[src/rtl/ksct_ram.sv]
// Generic simple dual-port RAM: one write port, one registered read port.
module ksct_ram #(
    parameter int WIDTH = 8,
    parameter int DEPTH = 32
) (
    input  logic                     i_clk,
    input  logic                     i_we,
    input  logic [$clog2(DEPTH)-1:0] i_waddr,
    input  logic [WIDTH-1:0]         i_wdata,
    input  logic [$clog2(DEPTH)-1:0] i_raddr,
    output logic [WIDTH-1:0]         o_rdata
);

    logic [WIDTH-1:0] r_mem [DEPTH];
    logic [WIDTH-1:0] r_rdata;

    always_ff @(posedge i_clk) begin
        if (i_we) begin
            r_mem[i_waddr] <= i_wdata;
        end
        r_rdata <= r_mem[i_raddr];
    end

    assign o_rdata = r_rdata;

endmodule

[config.mk]
export PLATFORM = sky130hd
export DESIGN_NAME = ksct_ram
export DESIGN_NICKNAME = d
export VERILOG_FILES = /design/src/rtl/ksct_ram.sv
export SDC_FILE = /design/constraint.sdc
export NUM_CORES = 1
export LEC_CHECK = 0
export ABC_AREA = 1
export BUFFER_PORTS_ARGS = -buffer_cell sky130_fd_sc_hd__buf_2
export CORE_ASPECT_RATIO = 0.8
export CORE_MARGIN = 2
export CORE_UTILIZATION = 38
export DETAILED_ROUTE_END_ITERATION = 7
export GPL_TIMING_DRIVEN = 0
export REMOVE_ABC_BUFFERS = 1
export SYNTH_ARGS = -nofsm -noshare
export SYNTH_HDL_FRONTEND = slang
export SYNTH_SLANG_ARGS = --single-unit
export TNS_END_PERCENT = 20
[constraint.sdc]
create_clock -name i_clk -period 2.3 [get_ports i_clk]
set_input_delay 0.23 -clock i_clk [delete_from_list [all_inputs] [get_ports i_clk]]
set_output_delay 0.23 -clock i_clk [all_outputs]
set_load 0.01 [all_outputs]
# After elaboration in Yosys (flattened, before gate mapping)
# Memories as Yosys holds them, arrays and structs flattened. A register that Yosys moved wholly into a read port is not among the register bits.
# Index checks and enable logic that the tools add are counted.
# word_totals
romBits	0
wordCells	3
inputBits	20
out_inout_bits	8
latch_bits	0
ramBits	256
memories	1
reg_bits	0
# mem_list
name	words	word_bits	read_ports	rd_ports_with_merged_regs	wr	line_no	source
r_mem	32	8	1	1	1	14	logic [WIDTH-1:0] r_mem [DEPTH];
# op_classes
reduce_logical	0
n_mux	2
n_addsub	0
n_mul	0
shifts	0
n_div	0
n_eq_ne	0
n_lt_le_gt_ge	0
bitwise_logic	0
# ops
cell	n
1-bit 2-to-1 mux	2

# Logic depth before layout (Yosys ltp)
# logic_depth
depth_word	2
mapped_depth	11
depth_no_buf	9

# Worst setup path before layout
# Ideal clock, no wire load.
# synth_path
path_kind	in2reg
from	input port i_waddr[0]
to	memory r_mem[0][0] (enable)
path_buffers	0
path_slack_ns	1.036
arrival_time_ns	0.894
path_stages	3
cell_sequence	inv_1 > nand3_1 > nor2_1
# synth_lines
item	line_no	source
start: declaration	8	input logic [$clog2(DEPTH)-1:0] i_waddr,
end: declaration	14	
# Straight into the memory's write port.

==> impl.org <==
** CTS
- Total of hold buffers inserted after clock tree synthesis :: 0
- Source-to-sink clock delay at the later pin of the worst-skew pair :: 0.54 ns
- TritonCTS buffer count :: 27
- The number of setup buffers added after CTS is 0.
- Clk root buf :: clkbuf_16
- Number of clock sinks :: 264
- Number of gates resized after CTS :: 0
- After clock tree synthesis, the clock-pin slew on the worst setup and hold paths is 0.06 ns.
- TritonCTS clock tree :: yes
- Deepest level of the CTS H-tree :: 1
- Deepest clock path buffer count :: 3

** Routing
- Wire length after detailed routing :: ~25000 µm
- The detail route stage leaves a number of antenna-violating nets equal to 0.
- The pre-antenna-repair detailed-routing pass consisted of 5 iterations.
- Total via count after detailed routing :: ~6600
- After detailed routing, the average wire length per cell comes to 18.8 µm.
- Residual DRC count :: 0
- After detailed routing, the number of vias per cell comes to slightly above 5.
- First DRT Iteration DRCs :: 681

** Yosys
- The share of synthesized area in the top cell type comes to 0.713.
- Summed instance area of the synthesized netlist :: about 0.011 mm²
- The synthesized design contains 264 register bits.
- The cell count after synthesis came out at 922.
- Area leader, netlist :: edfxtp_1
- Ranked by total cell area, the synthesized netlist is headed by edfxtp_1 (71%), nand2_1 (13%), nand3_1 (9.5%).
- Portion of the post-synthesis area used by sequential elements :: 0.728
- Synth Warn # :: 0
- A synthesized cell averages 11.7 µm².
- The synthesized netlist contains 12 unique library cells.

** Pwr
- Leak Pwr :: 0.00434 µW
- For this design the total switching power over the nets is 2260 µW.
- Register share of total power :: 0.522
- Internal power comes to 8000 µW.
- Net switching share of the total power :: 0.221
- Combinational Power Share :: 0.061
- Worst vdd rail ir drop :: 0.516 mV
- Clock power frac :: 0.417
- For this design the ratio of total power to cell area is around 860 mW/mm².

** STA
- The number of max-slew violations in the final report is 0.
- Clock skew :: roughly 0.023 ns
- The count of final hold-check violations was 0.
- Setup slack after layout :: between 0.2 and 0.25 ns
- Setup violations remaining at the end of the flow were counted as 0.
- Hold WS :: around 0.06 ns
- Final cycle utilization of the critical path :: 0.909
- Setup repair after global routing missed its margin :: false
- Final critical-path required period :: 2.09 ns
- Top achievable clock speed :: 478 MHz
- In this run the tightest slew margin relative to its limit is 0.362.
- At the pin with the least slew margin, the transition time is 0.953 ns.

** Flow run
- MaxCap Viol Count :: 0

** Die
- # rows :: between 50 and 60
- DIE WIDTH :: 192 µm
- For this design the top-level I/O count stands at 28.
- The die covers 0.0298 mm².
- Core Region :: 0.0281 mm²
- Die height :: 155 µm
- The initial utilization of the core area, before any placement, comes to 0.384.

** Worst setup path
- Slowest cell on the critical path :: buf_6
- In this design, the stage delay of the slowest critical-path cell is approximately 0.37 ns.
- Crit path kind :: in2reg
- The critical path goes through buf_6 > buf_16 > inv_4 > buf_16 > nand2_1 > nand3_1 > nand3_1 > nand2_1 > nand2_1 > nand2_1 > nand2_1 > nand2_1.
- Measured in cells, the most critical reg-to-reg path has a length of 8.
- Data required time of the critical path :: 2.67 ns
- The most numerous cell type found on the critical path is nand2_1.
- Of all nets on the critical path, the largest fanout is 74.
- Worst reg2reg startpoint :: r_mem[15][5]
- Crit path launch :: i_raddr[0]
- Critical path capture point type :: register
- STA classifies the critical path startpoint as an input port.
- Data arrives at the worst endpoint at 2.47 ns.

** Placed design
- The count of buffers added on input and output ports is 27.
- Once placement finished, the instance area stood at 0.0110 mm².
- Last weighted congestion value of the routability-driven placer :: roughly 0.77
- Post-DP HPWL :: around 14000 µm
- Worst slack at placement :: -0.518 ns

** Global routing
- Maximum number of pins on one net before global-route repair :: 75
- The via count of the first global-routing pass is slightly above 6000.
- Met3 usage :: 0.0234
- Global-route congestion overflow total :: 0
- Routing usage on met1 :: 0.256
- Antenna violations before repair :: 0
- In the global route stage, met2 resource usage came out at 0.253.
- In the global route stage, overall resource usage came out at 0.167.
- In this run the most used layer during global routing was met1.
- The first global-routing pass estimated 37100 µm of wire.

** Finish
- Once layout is done, the placed cells without fillers occupy roughly 0.012 mm².
- The net count of the finished layout is 950.
- Area grow syn2layout :: 10.6%
- Leading cell type in the layout, fill and taps excluded :: nand2_1
- Of the cells placed in the final design, the portion with a size suffix greater than 1 is 0.0769.
- The filler cells instantiated in the layout total 2601.
- Antenna cell count :: 0
- The top cell types in the final layout, fill and taps aside, are nand2_1 (360), edfxtp_1 (256), nand3_1 (204).
- Combined flip-flop and latch cell area :: 0.00785 mm²
- Area of combinational cells with multiple inputs :: 0.00249 mm²

** Status
- Result of the run :: completed

** Worst hold path
- Hold path startpoint :: i_raddr[4]
- Hold-critical path depth :: 3
- Min-delay worst type :: in2reg
==> cell families after synthesis <==
kind of cell | share of synthesized area
buffers and inverters | 0.0414
flip-flops | 0.728
AND/OR/NAND/NOR | 0.231
==> flip-flops by register name, summed over array words and instances, names as in the netlist <==
name     count
o_rdata      8
r_mem      256
==> critical path: cells and delay by family <==
kind | cells | cell delay, ns
buf+inv | 4 | 1.34
simple gates | 8 | 0.76
==> power by group through the flow <==
stage,Combinational [µW],Clock (µW),Sequential [µW]
floorplan,282,0,5470
global placement,618,0,5460
global route,693,4520,5360
detailed placement,616,0,5460
finish,622,4280,5360
CTS,618,4340,5360
==> per-stage QoR <==
stage	power, µW	instances	TNS [ns]	utilization
floorplan	5750	870	0	-
global placement	6080	1267	-24.41	0.391
detailed placement	6080	1269	-3.81	0.393
CTS	10300	1317	0	0.424
global route	10600	1319	0	0.425
finish	10300	1319	0	0.425
==> per-layer routing <==
layer	wire, µm	up-vias
li1	-	3212
met1	11500	3208
met2	11200	196
met3	1660	32
met4	463	0
met5	0	-
==> final timing paths <==
kind | endpoint | slack, ns
setup reg to reg | o_rdata[5] | 1.04
hold reg to reg | o_rdata[4] | 0.79
setup / recovery | o_rdata[2] | 0.21
hold / removal | o_rdata[4] | 0.06
==> final cells by class <==
type,count,area share
repair buffers,30,0.0183
clock inverters,16,0.0137
well taps,370,0.0388
multi-input cells,596,0.209
flip-flops and latches,264,0.658
clock buffers,32,0.0582
inverters,10,0.00388
repair inverters,1,0.000629
==> cells in the mapped netlist <==
library cell,count
buf_2,15
inv_2,2
buf_1,2
nand3_1,204
buf_6,24
nor2_1,32
edfxtp_1,256
clkbuf_1,7
nand2_1,360
inv_1,8
buf_4,4
dfxtp_1,8
Power figures use the tool's default switching activity.
